**config.mk**
```make
export PLATFORM = sky130hd
export DESIGN_NAME = stepper_valve_thermal_trip_top
export DESIGN_NICKNAME = d
export VERILOG_FILES = /design/src/hdl/svtt_pkg.sv /design/src/hdl/svtt_div.sv /design/src/hdl/stepper_valve_thermal_trip_top.sv
export SDC_FILE = /design/constraint.sdc
export NUM_CORES = 1
export LEC_CHECK = 0
export BUFFER_PORTS_ARGS = -buffer_cell sky130_fd_sc_hd__buf_2
export CORE_UTILIZATION = 59
export CTS_CLUSTER_SIZE = 30
export DETAILED_ROUTE_END_ITERATION = 10
export PLACE_DENSITY = 0.77
export RECOVER_POWER = 100
export SLEW_MARGIN = 40
export SYNTH_ARGS = -nofsm -noshare
export SYNTH_HDL_FRONTEND = slang
export SYNTH_SLANG_ARGS = --single-unit
export TNS_END_PERCENT = 10
```
**constraint.sdc**
```tcl
create_clock -name clk_i -period 7.04 [get_ports clk_i]
set_input_delay 0.352 -clock clk_i [delete_from_list [all_inputs] [get_ports clk_i]]
set_output_delay 0.352 -clock clk_i [all_outputs]
set_load 0.05 [all_outputs]
```
**src/hdl/svtt_pkg.sv**
```systemverilog
package svtt_pkg;

  // Widths of the datapath
  localparam int unsigned SAMPLE_BITS     = 10;
  localparam int unsigned STEP_COUNT_BITS = 12;
  localparam int unsigned MODE_W          = 3;
  localparam int unsigned SPM_W           = 12;
  localparam int unsigned CNT_W           = 5;
  localparam int unsigned THR_W           = 20;
  localparam int unsigned SCALE_W         = 10;
  localparam int unsigned TEMP_W          = 20;
  localparam int unsigned COIL_W          = 4;
  localparam int unsigned EVENT_W         = 4;
  localparam int unsigned PROD_W          = SAMPLE_BITS + SCALE_W;
  localparam int unsigned SUM_W           = PROD_W + CNT_W;
  localparam int unsigned CFG_IDX_W       = 3;
  localparam int unsigned CFG_DATA_W      = 20;
  localparam int unsigned S_TDATA_W       = ((SAMPLE_BITS + 7) / 8) * 8;
  localparam int unsigned M_TDATA_W       = ((COIL_W + 1 + TEMP_W + 7) / 8) * 8;

  // Configuration reset values
  localparam logic [SPM_W-1:0]   SPM_RST   = SPM_W'(2048);
  localparam logic [CNT_W-1:0]   BASE_RST  = CNT_W'(20);
  localparam logic [CNT_W-1:0]   WIN_RST   = CNT_W'(10);
  localparam logic [THR_W-1:0]   THR_RST   = THR_W'(5120);
  localparam logic [SCALE_W-1:0] SCALE_RST = SCALE_W'(700);

  // Configuration register indexes
  localparam logic [CFG_IDX_W-1:0] REG_STEPS    = CFG_IDX_W'(0);
  localparam logic [CFG_IDX_W-1:0] REG_BASE     = CFG_IDX_W'(1);
  localparam logic [CFG_IDX_W-1:0] REG_WINDOW   = CFG_IDX_W'(2);
  localparam logic [CFG_IDX_W-1:0] REG_THRESH   = CFG_IDX_W'(3);
  localparam logic [CFG_IDX_W-1:0] REG_SCALE    = CFG_IDX_W'(4);

  // Input item kinds
  localparam logic [MODE_W-1:0] MODE_OPEN   = MODE_W'(0);
  localparam logic [MODE_W-1:0] MODE_CLOSE  = MODE_W'(1);
  localparam logic [MODE_W-1:0] MODE_TICK   = MODE_W'(3);
  localparam logic [MODE_W-1:0] MODE_SAMPLE = MODE_W'(4);

  // Result events
  localparam logic [EVENT_W-1:0] EV_NONE     = EVENT_W'(0);
  localparam logic [EVENT_W-1:0] EV_OPENING  = EVENT_W'(1);
  localparam logic [EVENT_W-1:0] EV_OPENED   = EVENT_W'(2);
  localparam logic [EVENT_W-1:0] EV_CLOSING  = EVENT_W'(3);
  localparam logic [EVENT_W-1:0] EV_CLOSED   = EVENT_W'(4);
  localparam logic [EVENT_W-1:0] EV_INVALID  = EVENT_W'(5);
  localparam logic [EVENT_W-1:0] EV_BASELINE = EVENT_W'(6);
  localparam logic [EVENT_W-1:0] EV_WINDOW   = EVENT_W'(7);
  localparam logic [EVENT_W-1:0] EV_TRIP     = EVENT_W'(8);

  typedef enum logic [1:0] {
    VS_CLOSED  = 2'd0,
    VS_OPENING = 2'd1,
    VS_OPEN    = 2'd2,
    VS_CLOSING = 2'd3
  } valve_e;

  // Forward full-step coil pattern
  function automatic logic [COIL_W-1:0] fwd_coils(input logic [1:0] ph);
    logic [COIL_W-1:0] c;
    case (ph)
      2'd0:    c = 4'h3;
      2'd1:    c = 4'h6;
      2'd2:    c = 4'hC;
      default: c = 4'h9;
    endcase
    return c;
  endfunction

  // Reverse full-step coil pattern
  function automatic logic [COIL_W-1:0] rev_coils(input logic [1:0] ph);
    logic [COIL_W-1:0] c;
    case (ph)
      2'd0:    c = 4'h3;
      2'd1:    c = 4'h9;
      2'd2:    c = 4'hC;
      default: c = 4'h6;
    endcase
    return c;
  endfunction

  // Clamp the move length to what the step counter can hold
  function automatic logic [STEP_COUNT_BITS-1:0] step_limit(input logic [SPM_W-1:0] spm);
    logic [SPM_W+STEP_COUNT_BITS-1:0] wide;
    logic [SPM_W+STEP_COUNT_BITS-1:0] cmax;
    logic [STEP_COUNT_BITS-1:0]       lim;
    wide = {{STEP_COUNT_BITS{1'b0}}, spm};
    cmax = {{SPM_W{1'b0}}, {STEP_COUNT_BITS{1'b1}}};
    if (wide > cmax) lim = {STEP_COUNT_BITS{1'b1}};
    else             lim = wide[STEP_COUNT_BITS-1:0];
    return lim;
  endfunction

endpackage

```
**src/hdl/svtt_div.sv**
```systemverilog
// Restoring divider: one quotient bit per cycle, one for each of the SUM_W dividend bits
module svtt_div
  import svtt_pkg::*;
(
  input  logic             clk_i,
  input  logic             rst_ni,
  input  logic             start_i,
  input  logic [SUM_W-1:0] dividend_i,
  input  logic [CNT_W-1:0] divisor_i,
  output logic             done_o,
  output logic [SUM_W-1:0] quot_o
);

  localparam int unsigned ITER_W = $clog2(SUM_W);

  logic              busy_q;
  logic [ITER_W-1:0] iter_q;
  logic [SUM_W-1:0]  quot_q;
  logic [CNT_W-1:0]  rem_q;
  logic [CNT_W-1:0]  div_q;
  logic              done_q;

  logic [CNT_W:0]    shifted;
  logic [CNT_W:0]    trial;
  logic              fits;

  // Shift in the next dividend bit and try the subtraction
  always_comb begin
    shifted = {rem_q, quot_q[SUM_W-1]};
    trial   = shifted - {1'b0, div_q};
    fits    = (shifted >= {1'b0, div_q});
  end

  // Control
  always_ff @(posedge clk_i or negedge rst_ni) begin
    if (!rst_ni) begin
      busy_q <= 1'b0;
      done_q <= 1'b0;
      iter_q <= '0;
    end else begin
      done_q <= 1'b0;
      if (start_i) begin
        busy_q <= 1'b1;
        iter_q <= ITER_W'(SUM_W - 1);
      end else if (busy_q) begin
        iter_q <= iter_q - ITER_W'(1);
        if (iter_q == '0) begin
          busy_q <= 1'b0;
          done_q <= 1'b1;
        end
      end
    end
  end

  // Datapath
  always_ff @(posedge clk_i) begin
    if (start_i) begin
      quot_q <= dividend_i;
      rem_q  <= '0;
      div_q  <= divisor_i;
    end else if (busy_q) begin
      quot_q <= {quot_q[SUM_W-2:0], fits};
      rem_q  <= fits ? trial[CNT_W-1:0] : shifted[CNT_W-1:0];
    end
  end

  assign done_o = done_q;
  assign quot_o = quot_q;

endmodule

```
**src/hdl/stepper_valve_thermal_trip_top.sv**
```systemverilog
// Stepper valve controller with thermal trip.
// Input items arrive on the s_axis channel: tuser carries the item kind
// (open, close, invalid command, step tick, temperature sample), tdata the
// ADC sample. Every input item gives exactly one result item on m_axis:
// tdata carries coil drive, valve-open flag and reported temperature, tuser
// the event code. Configuration is a plain write port (cfg_we_i, cfg_idx_i,
// cfg_data_i) that must only be used while the block is idle.
// Sequence: a command or tick passes the execute and finish states before its
// result is offered, and a sample that does not close an average also the
// accumulate state. A sample that completes the baseline passes multiply,
// accumulate and a bit-serial divide, and one that completes a window also
// the distance check. The next item is taken in the cycle after the result
// is loaded.
// s_axis_tready is high only while the sequencer is idle. If the receiver
// stalls with a result still held, the next finished result waits in the
// sequencer and no further item is accepted.
// Reset returns the valve to closed, coils off, averages cleared and all
// configuration registers to their defaults; no result is pending.
module stepper_valve_thermal_trip_top
  import svtt_pkg::*;
(
  input  logic                  clk_i,
  input  logic                  rst_ni,
  // Configuration write port
  input  logic                  cfg_we_i,
  input  logic [CFG_IDX_W-1:0]  cfg_idx_i,
  input  logic [CFG_DATA_W-1:0] cfg_data_i,
  // Input items
  input  logic                  s_axis_tvalid,
  output logic                  s_axis_tready,
  input  logic [S_TDATA_W-1:0]  s_axis_tdata,  // [9:0] sample, rest zero
  input  logic [MODE_W-1:0]     s_axis_tuser,  // [2:0] mode
  // Result items
  output logic                  m_axis_tvalid,
  input  logic                  m_axis_tready,
  output logic [M_TDATA_W-1:0]  m_axis_tdata,  // [3:0] coils, [4] valve_open,
                                               // [24:5] temperature, rest zero
  output logic [EVENT_W-1:0]    m_axis_tuser   // [3:0] event_res
);

  typedef enum logic [2:0] {
    ST_IDLE,
    ST_EXEC,
    ST_ACC,
    ST_DIV,
    ST_DIST,
    ST_FIN
  } seq_e;

  // Configuration registers
  logic [SPM_W-1:0]   spm_q;
  logic [CNT_W-1:0]   base_n_q;
  logic [CNT_W-1:0]   win_n_q;
  logic [THR_W-1:0]   thr_q;
  logic [SCALE_W-1:0] scale_q;

  always_ff @(posedge clk_i or negedge rst_ni) begin
    if (!rst_ni) begin
      spm_q    <= SPM_RST;
      base_n_q <= BASE_RST;
      win_n_q  <= WIN_RST;
      thr_q    <= THR_RST;
      scale_q  <= SCALE_RST;
    end else if (cfg_we_i) begin
      case (cfg_idx_i)
        REG_STEPS:  spm_q    <= cfg_data_i[SPM_W-1:0];
        REG_BASE:   base_n_q <= cfg_data_i[CNT_W-1:0];
        REG_WINDOW: win_n_q  <= cfg_data_i[CNT_W-1:0];
        REG_THRESH: thr_q    <= cfg_data_i[THR_W-1:0];
        REG_SCALE:  scale_q  <= cfg_data_i[SCALE_W-1:0];
        default:    ;
      endcase
    end
  end

  // Sequencer and valve state
  seq_e                       st_q;
  valve_e                     valve_q;
  logic [1:0]                 phase_q;
  logic [STEP_COUNT_BITS-1:0] steps_q;
  logic                       base_done_q;
  logic [CNT_W-1:0]           taken_q;
  logic [SUM_W-1:0]           sum_q;
  logic [TEMP_W-1:0]          baseline_q;
  logic [COIL_W-1:0]          coil_q;

  // Item being worked
  logic [MODE_W-1:0]          mode_q;
  logic [SAMPLE_BITS-1:0]     sample_q;
  logic [PROD_W-1:0]          prod_q;
  logic [TEMP_W-1:0]          avg_q;
  logic [EVENT_W-1:0]         ev_q;
  logic [TEMP_W-1:0]          temp_q;

  // Result register
  logic                       out_vld_q;
  logic [COIL_W-1:0]          out_coil_q;
  logic                       out_open_q;
  logic [EVENT_W-1:0]         out_ev_q;
  logic [TEMP_W-1:0]          out_temp_q;

  // Divider
  logic                       div_start;
  logic [SUM_W-1:0]           div_dividend;
  logic [CNT_W-1:0]           div_divisor;
  logic                       div_done;
  logic [SUM_W-1:0]           div_quot;

  // Combinational helpers
  logic [SUM_W-1:0]           sum_add;
  logic [CNT_W-1:0]           taken_inc;
  logic [CNT_W-1:0]           avg_n;
  logic [TEMP_W-1:0]          quot_sat;
  logic [TEMP_W-1:0]          deviation;
  logic                       out_free;

  assign s_axis_tready = (st_q == ST_IDLE);
  assign out_free      = !out_vld_q || m_axis_tready;

  always_comb begin
    sum_add   = sum_q + {{CNT_W{1'b0}}, prod_q};
    taken_inc = taken_q + CNT_W'(1);
    if (base_done_q) avg_n = (win_n_q == '0) ? CNT_W'(1) : win_n_q;
    else             avg_n = (base_n_q == '0) ? CNT_W'(1) : base_n_q;
    // Saturate the quotient to the temperature width
    if (div_quot[SUM_W-1:TEMP_W] != '0) quot_sat = {TEMP_W{1'b1}};
    else                                 quot_sat = div_quot[TEMP_W-1:0];
    deviation = (avg_q > baseline_q) ? (avg_q - baseline_q) : (baseline_q - avg_q);
  end

  assign div_start    = (st_q == ST_ACC) && (taken_inc >= avg_n);
  assign div_dividend = sum_add;
  assign div_divisor  = avg_n;

  svtt_div u_div (
    .clk_i      (clk_i),
    .rst_ni     (rst_ni),
    .start_i    (div_start),
    .dividend_i (div_dividend),
    .divisor_i  (div_divisor),
    .done_o     (div_done),
    .quot_o     (div_quot)
  );

  // Sequencer, valve state and result register
  always_ff @(posedge clk_i or negedge rst_ni) begin
    if (!rst_ni) begin
      st_q        <= ST_IDLE;
      valve_q     <= VS_CLOSED;
      phase_q     <= '0;
      steps_q     <= '0;
      base_done_q <= 1'b0;
      taken_q     <= '0;
      sum_q       <= '0;
      baseline_q  <= '0;
      coil_q      <= '0;
      out_vld_q   <= 1'b0;
      out_coil_q  <= '0;
      out_open_q  <= 1'b0;
      out_ev_q    <= '0;
      out_temp_q  <= '0;
    end else begin
      // Raise the result flag when a result is loaded, drop it once taken
      if (st_q == ST_FIN && out_free) out_vld_q <= 1'b1;
      else if (m_axis_tready)          out_vld_q <= 1'b0;

      case (st_q)
        ST_IDLE: begin
          if (s_axis_tvalid) st_q <= ST_EXEC;
        end

        ST_EXEC: begin
          st_q <= ST_FIN;
          case (mode_q)
            MODE_OPEN: begin
              if (valve_q == VS_CLOSED) begin
                valve_q <= VS_OPENING;
                steps_q <= '0;
                taken_q <= '0;
                sum_q   <= '0;
              end
            end
            MODE_CLOSE: begin
              if (valve_q == VS_OPEN) begin
                valve_q     <= VS_CLOSING;
                steps_q     <= '0;
                taken_q     <= '0;
                sum_q       <= '0;
                base_done_q <= 1'b0;
              end
            end
            MODE_TICK: begin
              if (valve_q == VS_OPENING || valve_q == VS_CLOSING) begin
                if (steps_q >= step_limit(spm_q)) begin
                  coil_q  <= '0;
                  valve_q <= (valve_q == VS_OPENING) ? VS_OPEN : VS_CLOSED;
                end else begin
                  coil_q  <= (valve_q == VS_OPENING) ? fwd_coils(phase_q)
                                                     : rev_coils(phase_q);
                  phase_q <= phase_q + 2'd1;
                  steps_q <= steps_q + STEP_COUNT_BITS'(1);
                end
              end
            end
            MODE_SAMPLE: begin
              if (valve_q == VS_OPEN) st_q <= ST_ACC;
            end
            default: ;
          endcase
        end

        ST_ACC: begin
          if (div_start) begin
            taken_q <= '0;
            sum_q   <= '0;
            st_q    <= ST_DIV;
          end else begin
            taken_q <= taken_inc;
            sum_q   <= sum_add;
            st_q    <= ST_FIN;
          end
        end

        ST_DIV: begin
          if (div_done) begin
            if (!base_done_q) begin
              baseline_q  <= quot_sat;
              base_done_q <= 1'b1;
              st_q        <= ST_FIN;
            end else begin
              st_q <= ST_DIST;
            end
          end
        end

        ST_DIST: begin
          if (deviation > thr_q) begin
            valve_q     <= VS_CLOSING;
            steps_q     <= '0;
            base_done_q <= 1'b0;
          end
          st_q <= ST_FIN;
        end

        ST_FIN: begin
          if (out_free) begin
            out_coil_q <= coil_q;
            out_open_q <= (valve_q == VS_OPENING || valve_q == VS_OPEN);
            out_ev_q   <= ev_q;
            out_temp_q <= temp_q;
            st_q       <= ST_IDLE;
          end
        end

        default: st_q <= ST_IDLE;
      endcase
    end
  end

  // Item payload, event and temperature for the result
  always_ff @(posedge clk_i) begin
    if (st_q == ST_IDLE && s_axis_tvalid) begin
      mode_q   <= s_axis_tuser;
      sample_q <= s_axis_tdata[SAMPLE_BITS-1:0];
    end

    case (st_q)
      ST_EXEC: begin
        prod_q <= sample_q * scale_q;
        temp_q <= '0;
        case (mode_q)
          MODE_OPEN:   ev_q <= (valve_q == VS_CLOSED) ? EV_OPENING : EV_INVALID;
          MODE_CLOSE:  ev_q <= (valve_q == VS_OPEN) ? EV_CLOSING : EV_INVALID;
          MODE_TICK: begin
            if ((valve_q == VS_OPENING || valve_q == VS_CLOSING) &&
                steps_q >= step_limit(spm_q))
              ev_q <= (valve_q == VS_OPENING) ? EV_OPENED : EV_CLOSED;
            else
              ev_q <= EV_NONE;
          end
          MODE_SAMPLE: ev_q <= EV_NONE;
          default:     ev_q <= EV_INVALID;
        endcase
      end
      ST_DIV: begin
        if (div_done) begin
          avg_q  <= quot_sat;
          temp_q <= quot_sat;
          ev_q   <= EV_BASELINE;
        end
      end
      ST_DIST: begin
        ev_q <= (deviation > thr_q) ? EV_TRIP : EV_WINDOW;
      end
      default: ;
    endcase
  end

  assign m_axis_tvalid = out_vld_q;
  assign m_axis_tuser  = out_ev_q;
  assign m_axis_tdata  = {{(M_TDATA_W - COIL_W - 1 - TEMP_W){1'b0}},
                          out_temp_q, out_open_q, out_coil_q};

endmodule
```
==> impl_table.tex <==
\begin{tabular}{lr}
\hline
Metric & Value \\
\hline
\multicolumn{2}{l}{\textbf{Outcome}} \\
Result of the run & finished, violations left \\
Violations in the final reports & max-capacitance violations, max-slew violations \\
\multicolumn{2}{l}{\textbf{Yosys}} \\
Leading post-synthesis cells by instance count & sky130\_fd\_sc\_hd\_\_inv\_1, sky130\_fd\_sc\_hd\_\_nand2\_1, sky130\_fd\_sc\_hd\_\_ha\_1, sky130\_fd\_sc\_hd\_\_dfrtp\_1, sky130\_fd\_sc\_hd\_\_nor2\_1 \\
Synth area leaders & sky130\_fd\_sc\_hd\_\_dfrtp\_1, sky130\_fd\_sc\_hd\_\_edfxtp\_1, sky130\_fd\_sc\_hd\_\_ha\_1, sky130\_fd\_sc\_hd\_\_fa\_1, sky130\_fd\_sc\_hd\_\_mux2\_2 \\
Cell variety after synth & between 80 and 90 \\
Synthesized-area fraction occupied by and/or/nand/nor cells & 13.3\% \\
Number of instances in the synthesized netlist & about 1,800 \\
Combinational family with the most area after synthesis & adder cells \\
Dominant cell type by area after synthesis & sky130\_fd\_sc\_hd\_\_dfrtp\_1 \\
Post-synth design cell area & 18,500 µm² \\
Flops \& latches, synth & $\sim$280 \\
Count of flip-flops with a built-in enable after synthesis & approximately 110 \\
Mean post-synth cell area & between 10 and 15 µm² \\
Portion of synthesized cell area occupied by the leading cell type & 20.3\% \\
Warning count from the yosys run & 0 \\
Fraction of the mapped netlist area in compound gates & approximately 13\% \\
Asr flop ratio synth & around three fifths \\
Share of synthesized area occupied by flip-flops and latches & approximately two fifths \\
Primary flip-flop cell chosen by synthesis mapping & sky130\_fd\_sc\_hd\_\_dfrtp\_1 \\
Most instantiated library cell after synthesis & sky130\_fd\_sc\_hd\_\_inv\_1 \\
Area share of xor/xnor cells in the synthesized design & about 3\% \\
Fraction of synthesized area in multiplexers & 5.86\% \\
Synthesized-area fraction occupied by adder cells & between 10\% and 20\% \\
\multicolumn{2}{l}{\textbf{Die}} \\
Chip height & 179 µm \\
Total I/O pin count & 85 \\
Die width & approximately 180 µm \\
Area of the die & about 32,000 µm² \\
Standard-cell rows & between 60 and 70 \\
Core ar. & between 30,000 and 40,000 µm² \\
Effective utilization at floorplan & 60.3\% \\
\multicolumn{2}{l}{\textbf{CTS}} \\
CTS tree & yes \\
Library cell used as clock root buffer & sky130\_fd\_sc\_hd\_\_clkbuf\_16 \\
Worst-case clock buffer depth & 3 \\
Skew-Pair Late Insertion Delay & between 0.5 and 0.6 ns \\
Clock slew at reported path FFs & about 0.060 ns \\
TritonCTS Buffers & 31 \\
Post-CTS setup buffers & 0 \\
CTS-repair resized insts & 0 \\
H-tree lvl count & 1 \\
TritonCTS sink count & 275 \\
\multicolumn{2}{l}{\textbf{Timing}} \\
Number of endpoints failing setup at the final stage & 0 \\
Final worst hold slack & $\sim$0.017 ns \\
Final sum of negative setup slack & 0 ns \\
Unrepaired setup endpoints after global routing & false \\
Headroom to the max-slew limit & -169\% \\
Fraction of the cycle the final worst path needs & about 86\% \\
Post-Route Skew & 0.0192 ns \\
Pins Over Slew Limit & approximately 270 \\
Count of endpoints failing hold in the final timing report & 0 \\
Actual slew at the worst max-slew pin & 4.04 ns \\
Post-layout minimum cycle time & 6.07 ns \\
Fmax & between 150 and 200 MHz \\
\multicolumn{2}{l}{\textbf{Power and ir drop}} \\
Switching power as a share of total power & approximately two fifths \\
Fraction of power consumed by combinational cells & between 50 and 60\% \\
Total power divided by cell area & between 400 and 500 nW/µm² \\
Clock network power share & 19.6\% \\
Static Leak & 0.00934 µW \\
Sequential fraction of design power & between 20 and 30\% \\
Net switching power of the design & roughly 3400 µW \\
Highest ir drop seen on vdd & 0.614 mV \\
Pint & between 4000 and 5000 µW \\
\multicolumn{2}{l}{\textbf{Detailed routing}} \\
Drt total wl & about 41,000 µm \\
Detail Route Antenna Nets & 0 \\
Post-DR vias/cell & between 5 and 6 \\
Number of design rule violations left after detail routing & 0 \\
Violation count after the first detailed-routing iteration & roughly 800 \\
DRT Pass-1 Iters & 5 \\
Detail-routed net length per standard cell & roughly 18 µm \\
Count of vias placed by the detailed router & 13,420 \\
\multicolumn{2}{l}{\textbf{Job}} \\
Maxcap violations & 7 \\
\multicolumn{2}{l}{\textbf{Global routing}} \\
Largest net degree at the start of global routing & 97 \\
Wire length of the first global-routing pass & 66,000 µm \\
Initial antenna violation count & 1 \\
Global-route congestion overflow total & 0 \\
Total routing resource utilization after global routing & a little over a quarter \\
Number of global-route vias before repair & about 13,000 \\
\multicolumn{2}{l}{\textbf{Setup path}} \\
Origin of the critical flop-to-flop path & avg\_q[0] \\
Crit. End Element & flip-flop \\
Critical path fanouts, max & 20 \\
Worst setup path category & reg -> reg \\
Data arrival time at the worst-slack endpoint & $\sim$6.5 ns \\
Required time reported for the critical path endpoint & around 7.4 ns \\
Startpoint of the most critical setup path & avg\_q[0] \\
Critical path startpoint category & flip-flop \\
\multicolumn{2}{l}{\textbf{Cells and area}} \\
Share of final-layout standard cells stronger than drive strength 1 & 10.4\% \\
Growth of design area from synthesis to finish & 8.98\% \\
Net count reported at finish & 2,175 \\
Final-layout fill cell count & 2,384 \\
Number of antenna diodes & 0 \\
\multicolumn{2}{l}{\textbf{Placed design}} \\
Count of buffers from port buffering & slightly above 70 \\
HPWL Detailed & between 30,000 and 40,000 µm \\
Routability congestion estimate & roughly 0.9 \\
\multicolumn{2}{l}{\textbf{Min path}} \\
Worst hold path type & in -> reg \\
Worst min-delay path startpoint & cfg\_data\_i[13] \\
\hline
\end{tabular}
## layout make-up
| type | count | area (µm²) | area share [%] |
|---|---|---|---|
| Multi-Input combinational cell | 1280 | 9890 | 49.1 |
| Sequential cell | 275 | 7410 | 36.8 |
| Clock buffer | 41 | 906 | 4.50 |
| Inverter | 209 | 785 | 3.90 |
| Timing Repair Buffer | 97 | 526 | 2.61 |
| Tap cell | 396 | 495 | 2.46 |
| Clock inverter | 17 | 128 | 0.634 |
## sequential cells by signal (all words and copies together) (netlist names), 5 cells and up
signal / count
out_temp_q: 20
u_div.quot_o: 25
u_div.iter_q: 5
win_n_q: 5
sample_q: 10
prod_q: 20
avg_q: 20
u_div.rem_q: 5
sum_q: 25
u_div.div_q: 5
temp_q: 20
spm_q: 12
base_n_q: 5
baseline_q: 20
scale_q: 10
steps_q: 12
taken_q: 5
thr_q: 20
## power groups by stage
stage	registers, µW	logic, µW	clock network, µW
6_report	2400	4170	1600
5_1_grt	2440	4680	1690
3_3_place_gp	2420	4030	0
3_5_place_dp	2430	4190	0
4_1_cts	2400	4240	1630
2_1_floorplan	2600	3020	0
## cell usage in the layout (no fill, tap or decap), types with 13 or more instances in the layout
cell and instances:
sky130_fd_sc_hd__ha_1 168, sky130_fd_sc_hd__mux2i_1 25, sky130_fd_sc_hd__nor2b_1 13, sky130_fd_sc_hd__nor3_1 26
sky130_fd_sc_hd__and3_1 16, sky130_fd_sc_hd__xnor2_1 39, sky130_fd_sc_hd__clkbuf_1 45, sky130_fd_sc_hd__xor2_1 24
sky130_fd_sc_hd__fa_1 66, sky130_fd_sc_hd__dlygate4sd3_1 18, sky130_fd_sc_hd__edfxtp_1 107, sky130_fd_sc_hd__nand3_1 27
sky130_fd_sc_hd__nand2_1 181, sky130_fd_sc_hd__nand2b_1 14, sky130_fd_sc_hd__a22o_1 24, sky130_fd_sc_hd__a211oi_1 13
sky130_fd_sc_hd__inv_1 208, sky130_fd_sc_hd__clkbuf_16 33, sky130_fd_sc_hd__and2_1 53, sky130_fd_sc_hd__buf_2 36
sky130_fd_sc_hd__dfrtp_1 150, sky130_fd_sc_hd__o21ai_0 65, sky130_fd_sc_hd__nand4_1 13, sky130_fd_sc_hd__a21o_1 46
sky130_fd_sc_hd__mux2_2 72, sky130_fd_sc_hd__a31oi_1 17, sky130_fd_sc_hd__a21oi_1 116, sky130_fd_sc_hd__nor2_1 125
## stage by stage
stage          area [µm²]  utilization [%]  std cells  power (µW)  setup slack (ns)
6_report            20100             65.7       2315        8180             0.967
2_1_floorplan       18500                -       1843        5620              1.84
5_1_grt             20100             65.7       2315        8820             0.592
3_5_place_dp        19100             62.1       2238        6620              1.51
3_3_place_gp        19000             62.0       2238        6440              1.59
4_1_cts             20300             66.1       2314        8270              1.49
## worst paths after layout
| kind | end | slack, ns | cells after the start |
|---|---|---|---|
| setup / recovery | steps_q[9] | 0.97 | 20 |
| hold / removal | thr_q[13] | 0.02 | 2 |
| setup reg to reg | steps_q[9] | 0.97 | 20 |
| hold reg to reg | out_temp_q[16] | 0.47 | 1 |
| max in group asynchronous | base_n_q[3] | 1.97 | 3 |
| min in group asynchronous | out_temp_q[5] | 0.59 | 2 |
## worst max-delay path: stages, from the launching register on
cell and delay, ns:
sky130_fd_sc_hd__edfxtp_1 0.39, sky130_fd_sc_hd__inv_1 0.07, sky130_fd_sc_hd__ha_1 0.15, sky130_fd_sc_hd__inv_1 0.05
sky130_fd_sc_hd__fa_1 0.41, sky130_fd_sc_hd__a211o_1 0.33, sky130_fd_sc_hd__a21oi_1 0.37, sky130_fd_sc_hd__o311a_4 0.26
sky130_fd_sc_hd__a21oi_1 0.14, sky130_fd_sc_hd__a211oi_1 0.73, sky130_fd_sc_hd__or2_4 0.47, sky130_fd_sc_hd__mux2i_1 0.27
sky130_fd_sc_hd__xnor2_1 0.15, sky130_fd_sc_hd__ha_1 0.32, sky130_fd_sc_hd__nand3_1 0.11, sky130_fd_sc_hd__nor2_1 0.14
sky130_fd_sc_hd__nand3_1 0.14, sky130_fd_sc_hd__o21ai_0 0.24, sky130_fd_sc_hd__o21ai_0 0.20, sky130_fd_sc_hd__a22oi_1 0.73
sky130_fd_sc_hd__a31oi_1 0.21
## cells by family after synthesis
logic type | after synthesis
xor+xnor | 63
fa+ha+maj | 234
compound gates | 361
simple gates | 516
flops | 275
buf+inv | 288
other cells | 1
mux | 99
## layer usage
metal | vias to the layer above | global-route usage (%) | routed length, µm
met4 | 2 | 7.84 | 1100
met1 | 6645 | 34.0 | 17800
met5 | - | 0 | 13
met2 | 293 | 45.3 | 20400
met3 | 73 | 3.03 | 1710
li1 | 6407 | - | -
## repair_timing
item                       4_1_cts  5_1_grt
hold endpoints to repair       103        0
setup endpoints to repair        0        0
hold buffers                    18        0
Note: power is estimated with default switching activity, not from simulation.
